[config.mk]
export PLATFORM = sky130hd
export DESIGN_NAME = websocket_frame_deframer_top
export DESIGN_NICKNAME = d
export VERILOG_FILES = /design/src/sv/wsd_pkg.sv /design/src/sv/wsd_parser.sv /design/src/sv/wsd_result_queue.sv /design/src/sv/websocket_frame_deframer_top.sv
export SDC_FILE = /design/constraint.sdc
export NUM_CORES = 1
export LEC_CHECK = 0
export BUFFER_PORTS_ARGS = -buffer_cell sky130_fd_sc_hd__buf_2
export CORE_MARGIN = 1.5
export CORE_UTILIZATION = 61
export DETAILED_ROUTE_END_ITERATION = 7
export PLACE_DENSITY_LB_ADDON = 0.12
export SYNTH_ARGS = -nofsm -noshare
export SYNTH_HDL_FRONTEND = slang
export SYNTH_SLANG_ARGS = --single-unit
[constraint.sdc]
create_clock -name clk -period 8.7 [get_ports clk]
set_clock_uncertainty 0.1 [all_clocks]
set_input_delay 0.87 -clock clk [delete_from_list [all_inputs] [get_ports clk]]
set_output_delay 0.87 -clock clk [all_outputs]
set_load 0.02 [all_outputs]
[src/sv/wsd_pkg.sv]
// ----------------------------------------------------------------------------
// wsd_pkg
// Shared types and constants of the websocket frame deframer: item structs,
// parse phases, opcodes, status codes and configuration register indexes.
// ----------------------------------------------------------------------------
package wsd_pkg;

  // configuration port
  localparam int unsigned CFG_IDX_W = 4;
  localparam int unsigned CFG_DATA_W = 16;
  localparam logic [CFG_IDX_W-1:0] CFG_RECEIVE_CAPACITY = 4'd0;
  localparam logic [CFG_IDX_W-1:0] CFG_DELIVER_PAYLOAD = 4'd1;
  localparam logic [15:0] CAPACITY_RESET = 16'd2048;
  localparam logic DELIVER_RESET = 1'b1;

  // result queue
  localparam int unsigned QUEUE_DEPTH = 4;

  // header decoding
  localparam logic [7:0] OPCODE_MASK = 8'h0F;
  localparam logic [7:0] MASK_BIT = 8'h80;
  localparam logic [7:0] LEN_MASK = 8'h7F;
  localparam logic [6:0] LEN_CODE_16 = 7'd126;
  localparam logic [6:0] LEN_CODE_64 = 7'd127;

  localparam logic [3:0] OP_TEXT = 4'd1;
  localparam logic [3:0] OP_BINARY = 4'd2;
  localparam logic [3:0] OP_PING = 4'd9;

  localparam logic [1:0] ST_OK = 2'd0;
  localparam logic [1:0] ST_DELIVERED = 2'd1;
  localparam logic [1:0] ST_INVALID = 2'd2;
  localparam logic [1:0] ST_TOO_SMALL = 2'd3;

  localparam logic KIND_BYTE = 1'b0;
  localparam logic KIND_STATUS = 1'b1;

  typedef enum logic [6:0] {
    PH_B0      = 7'b0000001,
    PH_B1      = 7'b0000010,
    PH_EXT_HI  = 7'b0000100,
    PH_EXT_LO  = 7'b0001000,
    PH_KEY     = 7'b0010000,
    PH_PAYLOAD = 7'b0100000,
    PH_DONE    = 7'b1000000
  } phase_t;

  typedef struct packed {
    logic [7:0] rx_byte;
    logic       chunk_end;
  } in_t;

  typedef struct packed {
    logic        result_kind;
    logic [7:0]  payload_byte;
    logic [3:0]  frame_opcode;
    logic [1:0]  status_code;
    logic [15:0] frame_length;
    logic        last;
  } out_t;

  typedef struct packed {
    logic [15:0] receive_capacity;
    logic        deliver_payload;
  } cfg_t;

  // results caused by one accepted byte; the byte result goes first
  typedef struct packed {
    logic emit_byte;
    logic emit_status;
    out_t byte_res;
    out_t status_res;
  } push_t;

endpackage

[src/sv/wsd_parser.sv]
// ----------------------------------------------------------------------------
// wsd_parser
// Frame header decoder and payload unmasker. Holds the parse state and the
// configuration registers, and turns each accepted byte into up to two results.
// ----------------------------------------------------------------------------
module wsd_parser
  import wsd_pkg::*;
(
  input  logic                 clk,
  input  logic                 rst,
  input  logic                 accept,
  input  in_t                  in_data,
  input  logic                 cfg_write,
  input  logic [CFG_IDX_W-1:0] cfg_index,
  input  logic [CFG_DATA_W-1:0] cfg_data,
  output push_t                push
);

  cfg_t        cfg;
  phase_t      phase, phase_next;
  logic [3:0]  opcode, opcode_next;
  logic        mask_present, mask_present_next;
  logic [15:0] declared_length, declared_length_next;
  logic [31:0] mask_key, mask_key_next;
  logic [15:0] payload_count, payload_count_next;
  logic        frame_invalid, frame_invalid_next;

  logic [7:0]  b;
  logic [7:0]  key_byte;
  logic        data_op;
  logic        header_open;

  always_ff @(posedge clk) begin
    if (rst) begin
      cfg.receive_capacity <= CAPACITY_RESET;
      cfg.deliver_payload <= DELIVER_RESET;
    end else if (cfg_write) begin
      case (cfg_index)
        CFG_RECEIVE_CAPACITY: cfg.receive_capacity <= cfg_data;
        CFG_DELIVER_PAYLOAD:  cfg.deliver_payload <= cfg_data[0];
        default: ;
      endcase
    end
  end

  always_comb begin
    case (payload_count[1:0])
      2'd0:    key_byte = mask_key[31:24];
      2'd1:    key_byte = mask_key[23:16];
      2'd2:    key_byte = mask_key[15:8];
      default: key_byte = mask_key[7:0];
    endcase
  end

  always_comb begin
    b = in_data.rx_byte;
    phase_next = phase;
    opcode_next = opcode;
    mask_present_next = mask_present;
    declared_length_next = declared_length;
    mask_key_next = mask_key;
    payload_count_next = payload_count;
    frame_invalid_next = frame_invalid;
    push = '0;

    case (phase)
      PH_B0: begin
        opcode_next = 4'(b & OPCODE_MASK);
        phase_next = PH_B1;
      end
      PH_B1: begin
        mask_present_next = |(b & MASK_BIT);
        if (7'(b & LEN_MASK) == LEN_CODE_64) begin
          frame_invalid_next = 1'b1;
          declared_length_next = '0;
          phase_next = PH_DONE;
        end else if (7'(b & LEN_MASK) == LEN_CODE_16) begin
          phase_next = PH_EXT_HI;
        end else begin
          declared_length_next = {9'd0, b[6:0]};
          payload_count_next = '0;
          if (mask_present_next) phase_next = PH_KEY;
          else if (declared_length_next != '0) phase_next = PH_PAYLOAD;
          else phase_next = PH_DONE;
        end
      end
      PH_EXT_HI: begin
        declared_length_next = {b, 8'h00};
        phase_next = PH_EXT_LO;
      end
      PH_EXT_LO: begin
        declared_length_next = {declared_length[15:8], b};
        payload_count_next = '0;
        if (mask_present) phase_next = PH_KEY;
        else if (declared_length_next != '0) phase_next = PH_PAYLOAD;
        else phase_next = PH_DONE;
      end
      PH_KEY: begin
        mask_key_next = {mask_key[23:0], b};
        if (payload_count[1:0] == 2'd3) begin
          payload_count_next = '0;
          phase_next = (declared_length != '0) ? PH_PAYLOAD : PH_DONE;
        end else begin
          payload_count_next = payload_count + 16'd1;
        end
      end
      PH_PAYLOAD: begin
        data_op = (opcode == OP_TEXT) || (opcode == OP_BINARY);
        push.emit_byte = (opcode == OP_PING) ||
                         (data_op && cfg.deliver_payload &&
                          (declared_length <= cfg.receive_capacity));
        push.byte_res.result_kind = KIND_BYTE;
        push.byte_res.payload_byte = b ^ key_byte;
        push.byte_res.frame_opcode = opcode;
        push.byte_res.status_code = ST_OK;
        push.byte_res.frame_length = declared_length;
        push.byte_res.last = 1'b0;
        // count never reaches the top: it stays below a nonzero 16-bit length
        payload_count_next = payload_count + 16'd1;
        if (payload_count_next >= declared_length) phase_next = PH_DONE;
      end
      default: ;
    endcase

    data_op = (opcode_next == OP_TEXT) || (opcode_next == OP_BINARY);
    header_open = (phase_next == PH_B0) || (phase_next == PH_B1) ||
                  (phase_next == PH_EXT_HI) || (phase_next == PH_EXT_LO) ||
                  (phase_next == PH_KEY);

    push.status_res.result_kind = KIND_STATUS;
    push.status_res.payload_byte = '0;
    push.status_res.frame_opcode = opcode_next;
    push.status_res.last = 1'b1;
    push.status_res.frame_length = declared_length_next;
    push.status_res.status_code = ST_OK;
    if (frame_invalid_next || header_open) begin
      push.status_res.status_code = ST_INVALID;
      push.status_res.frame_length = '0;
    end else if (phase_next == PH_PAYLOAD) begin
      push.status_res.status_code = ST_INVALID;
    end else if (data_op && cfg.deliver_payload) begin
      push.status_res.status_code =
        (declared_length_next > cfg.receive_capacity) ? ST_TOO_SMALL : ST_DELIVERED;
    end

    push.emit_status = in_data.chunk_end;
    push.emit_byte = push.emit_byte & accept;
    push.emit_status = push.emit_status & accept;

    // chunk closed: start over on the next frame
    if (in_data.chunk_end) begin
      phase_next = PH_B0;
      opcode_next = '0;
      mask_present_next = 1'b0;
      declared_length_next = '0;
      mask_key_next = '0;
      payload_count_next = '0;
      frame_invalid_next = 1'b0;
    end
  end

  always_ff @(posedge clk) begin
    if (rst) begin
      phase <= PH_B0;
      opcode <= '0;
      mask_present <= 1'b0;
      declared_length <= '0;
      mask_key <= '0;
      payload_count <= '0;
      frame_invalid <= 1'b0;
    end else if (accept) begin
      phase <= phase_next;
      opcode <= opcode_next;
      mask_present <= mask_present_next;
      declared_length <= declared_length_next;
      mask_key <= mask_key_next;
      payload_count <= payload_count_next;
      frame_invalid <= frame_invalid_next;
    end
  end

endmodule

[src/sv/wsd_result_queue.sv]
// ----------------------------------------------------------------------------
// wsd_result_queue
// Small result queue between parser and output channel. Takes up to two
// results per cycle, hands out one per transfer from a register array.
// ----------------------------------------------------------------------------
module wsd_result_queue
  import wsd_pkg::*;
#(
  parameter int unsigned DEPTH = QUEUE_DEPTH
) (
  input  logic  clk,
  input  logic  rst,
  input  push_t push,
  output logic  room,
  output logic  out_valid,
  input  logic  out_ready,
  output out_t  out_data,
  output logic [$clog2(DEPTH+1)-1:0] level
);

  localparam int unsigned PTR_W = (DEPTH > 1) ? $clog2(DEPTH) : 1;
  localparam int unsigned CNT_W = $clog2(DEPTH+1);

  out_t             mem [DEPTH];
  logic [PTR_W-1:0] wr_ptr, wr_ptr_next, rd_ptr;
  logic [CNT_W-1:0] count;
  logic             pop;

  function automatic logic [PTR_W-1:0] bump(input logic [PTR_W-1:0] p);
    bump = (p == PTR_W'(DEPTH-1)) ? '0 : p + PTR_W'(1);
  endfunction

  assign pop = out_valid && out_ready;
  assign out_valid = (count != '0);
  assign out_data = mem[rd_ptr];
  assign level = count;
  // leave space for the two results a chunk's final byte can cause
  assign room = (count <= CNT_W'(DEPTH-2));
  assign wr_ptr_next = push.emit_byte ? bump(wr_ptr) : wr_ptr;

  always_ff @(posedge clk) begin
    if (push.emit_byte) mem[wr_ptr] <= push.byte_res;
    if (push.emit_status) mem[wr_ptr_next] <= push.status_res;
  end

  always_ff @(posedge clk) begin
    if (rst) begin
      wr_ptr <= '0;
      rd_ptr <= '0;
      count <= '0;
    end else begin
      wr_ptr <= push.emit_status ? bump(wr_ptr_next) : wr_ptr_next;
      if (pop) rd_ptr <= bump(rd_ptr);
      count <= count + CNT_W'(push.emit_byte) + CNT_W'(push.emit_status)
                     - CNT_W'(pop);
    end
  end

endmodule

[src/sv/websocket_frame_deframer_top.sv]
// ----------------------------------------------------------------------------
// websocket_frame_deframer_top
// Receive-side frame parser: one frame per chunk, header decode, payload
// unmasking and a status result at the end of every chunk.
// ----------------------------------------------------------------------------
// A result is written into the queue's register array when its byte is transferred.
// Throughput: one byte per cycle while the queue has room; a final byte that also
//   yields a payload byte puts two results in the queue, handed out one per transfer.
// The queue depth (QUEUE_DEPTH) sets how much output stall is absorbed.
// Reset: parser waits for a first header byte, queue empties, capacity 2048,
//   delivery enabled.
module websocket_frame_deframer_top
  import wsd_pkg::*;
#(
  parameter int unsigned DEPTH = QUEUE_DEPTH
) (
  input  logic                  clk,
  input  logic                  rst,
  input  logic                  in_valid,
  output logic                  in_ready,
  input  in_t                   in_data,
  output logic                  out_valid,
  input  logic                  out_ready,
  output out_t                  out_data,
  input  logic                  cfg_valid,
  output logic                  cfg_ready,
  input  logic [CFG_IDX_W-1:0]  cfg_index,
  input  logic [CFG_DATA_W-1:0] cfg_data
);

  push_t push;
  logic  accept;
  logic  room;
  logic [$clog2(DEPTH+1)-1:0] level;

  assign cfg_ready = 1'b1;
  assign in_ready = room;
  assign accept = in_valid && in_ready;

  wsd_parser u_parser (
    .clk       (clk),
    .rst       (rst),
    .accept    (accept),
    .in_data   (in_data),
    .cfg_write (cfg_valid && cfg_ready),
    .cfg_index (cfg_index),
    .cfg_data  (cfg_data),
    .push      (push)
  );

  wsd_result_queue #(.DEPTH(DEPTH)) u_queue (
    .clk       (clk),
    .rst       (rst),
    .push      (push),
    .room      (room),
    .out_valid (out_valid),
    .out_ready (out_ready),
    .out_data  (out_data),
    .level     (level)
  );

  a_no_overflow: assert property (@(posedge clk) disable iff (rst)
    level <= ($clog2(DEPTH+1))'(DEPTH))
    else $error("result queue overflow");

  a_end_gives_status: assert property (@(posedge clk) disable iff (rst)
    accept && in_data.chunk_end |=> out_valid)
    else $error("chunk end without pending result");

  a_status_shape: assert property (@(posedge clk) disable iff (rst)
    out_valid && out_data.result_kind == KIND_STATUS |->
      out_data.last && out_data.payload_byte == 8'd0)
    else $error("malformed status result");

  a_byte_shape: assert property (@(posedge clk) disable iff (rst)
    out_valid && out_data.result_kind == KIND_BYTE |->
      !out_data.last && out_data.status_code == ST_OK)
    else $error("malformed payload byte result");

endmodule
### Yosys cells after proc, flatten, opt, wreduce, memory -nomap -nowiden

Memories as Yosys holds them, arrays and structs flattened. A register that Yosys moved wholly into a read port is not among the register bits.
Index checks and enable logic that the tools add are counted.

| storage, ports and cells | value |
|---|---|
| register bits after elaboration | 101 |
| word-level logic and storage cells | 130 |
| memories | 1 |
| RAM bits | 128 |
| input bits | 34 |
| output and inout bits | 35 |

Memories:

| name | depth | bits a word | rd ports | clocked after memory_dff | wr ports | RTL line | source |
|---|---|---|---|---|---|---|---|
| u_queue.mem | 4 | 32 | 1 | 1 | 2 | wsd_result_queue.sv:24 | `out_t mem [DEPTH];` |

| cells by class | value |
|---|---|
| bitwise gates (word level) | 3 |
| reduce and logical (&&, ||, !) cells | 27 |
| multiplexer cells | 48 |
| add/subtract/negate cells | 7 |
| order comparisons | 4 |
| equal/unequal tests | 28 |

Operators by type and width:

| kind | count |
|---|---|
| 16-bit two-way mux | 8 |
| 7-bit two-way mux | 10 |
| 32-bit two-way mux | 2 |
| 16-bit one-hot mux with 4 select lines | 1 |
| 16-bit one-hot mux with 3 select lines | 1 |
| 7-bit one-hot mux with 6 select lines | 1 |
| 16-bit nonzero test | 2 |
| 31-bit two-way mux | 1 |
| 8-bit one-hot mux with 3 select lines | 1 |
| 2-bit two-way mux | 11 |
| 16-bit by 1-bit adder with 16-bit output (second input constant) | 1 |
| 16-bit greater-or-equal comparator | 1 |
| 16-bit > comparator | 1 |
| 16-bit <= comparator | 1 |
| 7-bit by 1-bit equality test with 1-bit output (second input constant) | 2 |
| 7-bit by 2-bit equality test with 1-bit output (second input constant) | 2 |
| 7-bit by 3-bit equality test with 1-bit output (second input constant) | 2 |
| 7-bit by 4-bit equality test with 1-bit output (second input constant) | 2 |
| 7-bit by 5-bit equality test with 1-bit output (second input constant) | 2 |
| 7-bit by 6-bit equality test with 1-bit output (second input constant) | 2 |
| 7-bit equality test (second input constant) | 2 |
| 4-bit by 1-bit equality test with 1-bit output (second input constant) | 3 |
| 2-bit equality test (second input constant) | 5 |
| 1-bit two-way mux | 10 |
| other kinds (21) | 43 |

### Depth between registers and ports, before layout

| depth | value |
|---|---|
| word-level depth | 13 |
| gate-level depth with buffers | 18 |
| gate-level depth less buffers | 16 |

### Cells and area by module

A second synthesis with hierarchy kept.

| second synthesis, totals | value |
|---|---|
| cells, all modules | 1,150 |
| area total of the unflattened synthesis | 13,586.8 um^2 |

Modules (own cells, without submodules):

| module | seq. area each (um^2) | cells each | instances | area an instance (um^2) |
|---|---|---|---|---|
| wsd_result_queue | 4,023.9 | 374 | 1 | 7,309.5 |
| wsd_parser | 1,881.8 | 773 | 1 | 6,259.8 |
| websocket_frame_deframer_top | 0.0 | 3 | 1 | 17.5 |

### Worst setup path after synthesis

No wires, ideal clock.

| path | value |
|---|---|
| kind | reg-to-reg |
| start | register u_parser.payload_count[3] |
| end | memory u_queue.mem[0][18] (netlist bit) (data pin) |
| library setup time | 0.263 ns |
| path slack | 4.713 ns |
| arrival time | 3.624 ns |
| stages on the path, launching flop included | 17 |
| clock period less this slack | 3.987 ns |
| cells stage by stage | dfxtp_1 > nand3_1 > nor3_1 > and3_1 > nand3_1 > nor2_1 > nand3_1 > xnor2_1 > ha_1 > nand4_1 > nor4_1 > a32o_1 > o31ai_4 > a21oi_1 > mux2_4 > a21oi_1 > nor2_1 |

RTL lines:

| element | RTL line | source |
|---|---|---|
| from (decl) | wsd_parser.sv:25 | `logic [15:0] payload_count, payload_count_next;` |
| from (signal assigned) | wsd_parser.sv:177 | `payload_count <= payload_count_next;` |
| to (decl) | wsd_result_queue.sv:24 |  |

==> results.ini <==
[outcome]
status = complete, no violations

[power_and_ir_drop]
power_report.internal_total_mw = 1.92
cellPowerDensity_mw_per_mm2 = 204
p_clk_frac = 0.368
switching_power_uw = 808
p_sw_frac = 0.296
power.leakage_nw = 4.99
irDropWorstVdd_uv = 129
power_frac_comb = 0.199
seqPwrFrac = 0.434

[clock_tree]
numCtsBuffers = 24
cts_root_buf = clkbuf_16
path_clk_slew_ps = 60
cts_setup_buffers = 0
cts_tree = yes
clock-sinks = 227
htree_levels = 1
hold_buffers = 0
post_cts_resized = 0
cts_buffer_depth = 3
insertion_delay_ps = 520

[worst_setup_path]
required_ps = 8950
ff2ff_path_depth = 11
worst_path_most_repeated_cell = ha_1
cp_top_family = simple AND/OR/NAND/NOR gates
r2r-start = u_parser.declared_length[7]
path_class = reg -> reg
r2r_end = u_queue.mem[0][1]
slowest_delay_ps = 910
startpoint_type = flop
cp_max_fo = 16
cp_slowest_cell = nor2_1
cp.arrival_ps = 5570
crit_chain = ha_1 > a2111oi_0 > a211oi_1 > o31ai_1 > and3_1 > mux2i_1 > ha_1 > nand2_1 > nor2_1 > inv_1 > o22ai_1
crit_path_end_kind = flop
reg2reg_slack_ps = 3380
worst-path-buf-inv = 1

[global_routing]
antenna_found_initial = 0
grt_pass1_vias = 9132
grt_max_degree = 53
grt_use_total = 0.313
grt_pass1_wl_um = 50300
overflow = 0

[hold_path]
hold_end = u_queue.mem[1][0]
hold_depth = 2
hp-start = u_queue.mem[1][0]
hold_class = reg -> reg

[logic_synthesis]
syn_avg_cell_area_um2 = 9.54
yosys_warnings = 0
syn_nets = 1378
ys_seq_elements = 227
postSynth.asyncResetShare = 0
ys_seq_area_frac = 0.445
synthTopCellsByArea = dfxtp_1 (23%), edfxtp_1 (22%), ha_1 (6.6%)
synth_top_area_frac = 0.228
ys_types = 77
synth.largest_area_cell = dfxtp_1
synth_edf_count = 88
syn_inst = 1278
syn_area_mm2 = 0.0122
ys.flop_type = dfxtp_1

[finish]
diodes = 0
final_cell_mix = nor2_1 (165), nand2_1 (150), dfxtp_1 (138), edfxtp_1 (88), o21ai_0 (80)
area_growth_pct = 9.72
final_nets = 1400
drive_above_1_share = 0.130
final_common_cell = nor2_1
final_cells = 1583

[sta]
fmax_mhz = 188
hold-worst-slack_ps = 353
slew_headroom = 0.184
rsz0062_at_grt = no
hold_viol = 0
period_share = 0.612
timing.final.ws_setup_ps = 3380
tns_ps = 0
setup_violations = 0
fin_crit_ps = 5320
worstMarginPinSlew_ps = 1220
finalMaxSlewViolations = 0

[drt]
vias = 10000
wirelength_um = 32200
ant_nets = 0
drt_iter0_markers = 1284
drc_errors = 0
wire_per_inst_um = 20.3
vias_per_cell = 6.32
firstDrtPassIters = 6

[floorplanning]
dieHeight_um = 144
dieArea_mm2 = 0.0208
core_mm2 = 0.0195
rows = 51
start_util = 0.625
die_x_um = 144
ios = 69

[placed_design]
port_buffers = 67
place_inst = 1539
gp_congestion = 0.951
place_ws_ps = 3500
dpl.hpwl_um = 22500

[job]
max_cap_viol_count = 0

==> synthesized netlist by cell type, types with 4 or more instances <==
cell,number
a211oi_1,5
xor2_1,11
nand2_1,150
buf_2,11
and2_1,8
nor4_1,8
and3_1,10
buf_1,5
a22oi_1,60
xnor2_1,13
o21ai_2,7
o22ai_1,11
o21ai_0,80
a21oi_1,56
dfxtp_1,139
a222oi_1,8
mux4_2,31
clkbuf_1,57
edfxtp_1,88
nand2b_1,10
or3_1,4
ha_1,64
mux2i_1,42
nor3_1,18
a22o_1,7
nor2_1,166
nor4b_1,6
o21ai_1,6
a21o_1,24
inv_1,55
nand4_1,10
buf_4,5
nand3_1,28
nor2b_1,11
o31ai_1,4
==> metrics by stage <==
stage | util | power (mW) | instance area, um2
6_report | 0.685 | 2.73 | 13400
3_3_place_gp | 0.645 | 1.73 | 12600
5_1_grt | 0.685 | 2.84 | 13400
2_1_floorplan | - | 1.59 | 12200
3_5_place_dp | 0.645 | 1.74 | 12600
4_1_cts | 0.685 | 2.74 | 13400
==> sequential cells by signal (all words and copies together) (netlist names), 2 cells and up, named ones only <==
| signal | count |
|---|---|
| u_queue.level | 3 |
| u_queue.mem | 124 |
| u_parser.mask_key | 32 |
| u_parser.declared_length | 16 |
| u_parser.cfg | 17 |
| u_parser.phase | 7 |
| u_parser.opcode | 4 |
| u_parser.payload_count | 16 |
| u_queue.wr_ptr | 2 |
| u_queue.rd_ptr | 2 |
==> area by class of cell <==
type | instances | area [um2]
clock inverters | 13 | 109
repair buffers | 75 | 395
clock buffers | 31 | 669
fillers | 1577 | 6150
well taps | 265 | 332
inverters | 56 | 210
multi-input cells | 916 | 6240
flip-flops and latches | 227 | 5430
==> tightest hold or removal path, cell delays in order (launching register included) <==
cell,delay [ps]
dfxtp_1,310
nand2_1,50
nand2_1,40
==> power by group through the flow <==
stage | registers (mW) | logic (mW) | clock network (mW)
3_5_place_dp | 1.21 | 0.535 | 0
5_1_grt | 1.19 | 0.595 | 1.05
2_1_floorplan | 1.19 | 0.401 | 0
4_1_cts | 1.18 | 0.538 | 1.01
3_3_place_gp | 1.20 | 0.527 | 0
6_report | 1.18 | 0.542 | 1.00
==> routing by layer <==
layer,vias to the layer above,global-route usage,part of all wire
li1,4663,-,-
met1,4758,0.460,0.44
met2,527,0.496,0.46
met3,52,0.0387,0.088
met4,0,0.0686,0.017
met5,-,0,0
==> kinds of logic after synthesis <==
group / count (synthesis) / synth area share
flip-flops: 227 / 0.445
AND/OR/NAND/NOR: 450 / 0.168
AO/OA/AOI/OAI: 300 / 0.162
adder cells (fa/ha/maj): 67 / 0.0698
multiplexers: 74 / 0.0930
XOR/XNOR: 24 / 0.0172
other: 1 / 0.000307
buffers and inverters: 135 / 0.0448
==> worst max-delay path by stage <==
stage / depth (start not counted) / start / endpoint / slack [ps]
2_1_floorplan: 16 / u_parser.payload_count[3] / u_queue.mem[0][18] / 4710
3_3_place_gp: 16 / u_parser.payload_count[0] / u_queue.mem[0][1] / 3680
3_5_place_dp: 16 / u_parser.payload_count[0] / u_queue.mem[0][14] / 3500
4_1_cts: 16 / u_parser.payload_count[0] / u_queue.mem[0][1] / 3400
5_1_grt: 11 / u_parser.declared_length[7] / u_queue.mem[0][16] / 2950
6_report: 11 / u_parser.declared_length[7] / u_queue.mem[0][1] / 3380
No activity file was read; power rests on OpenSTA's default activity.
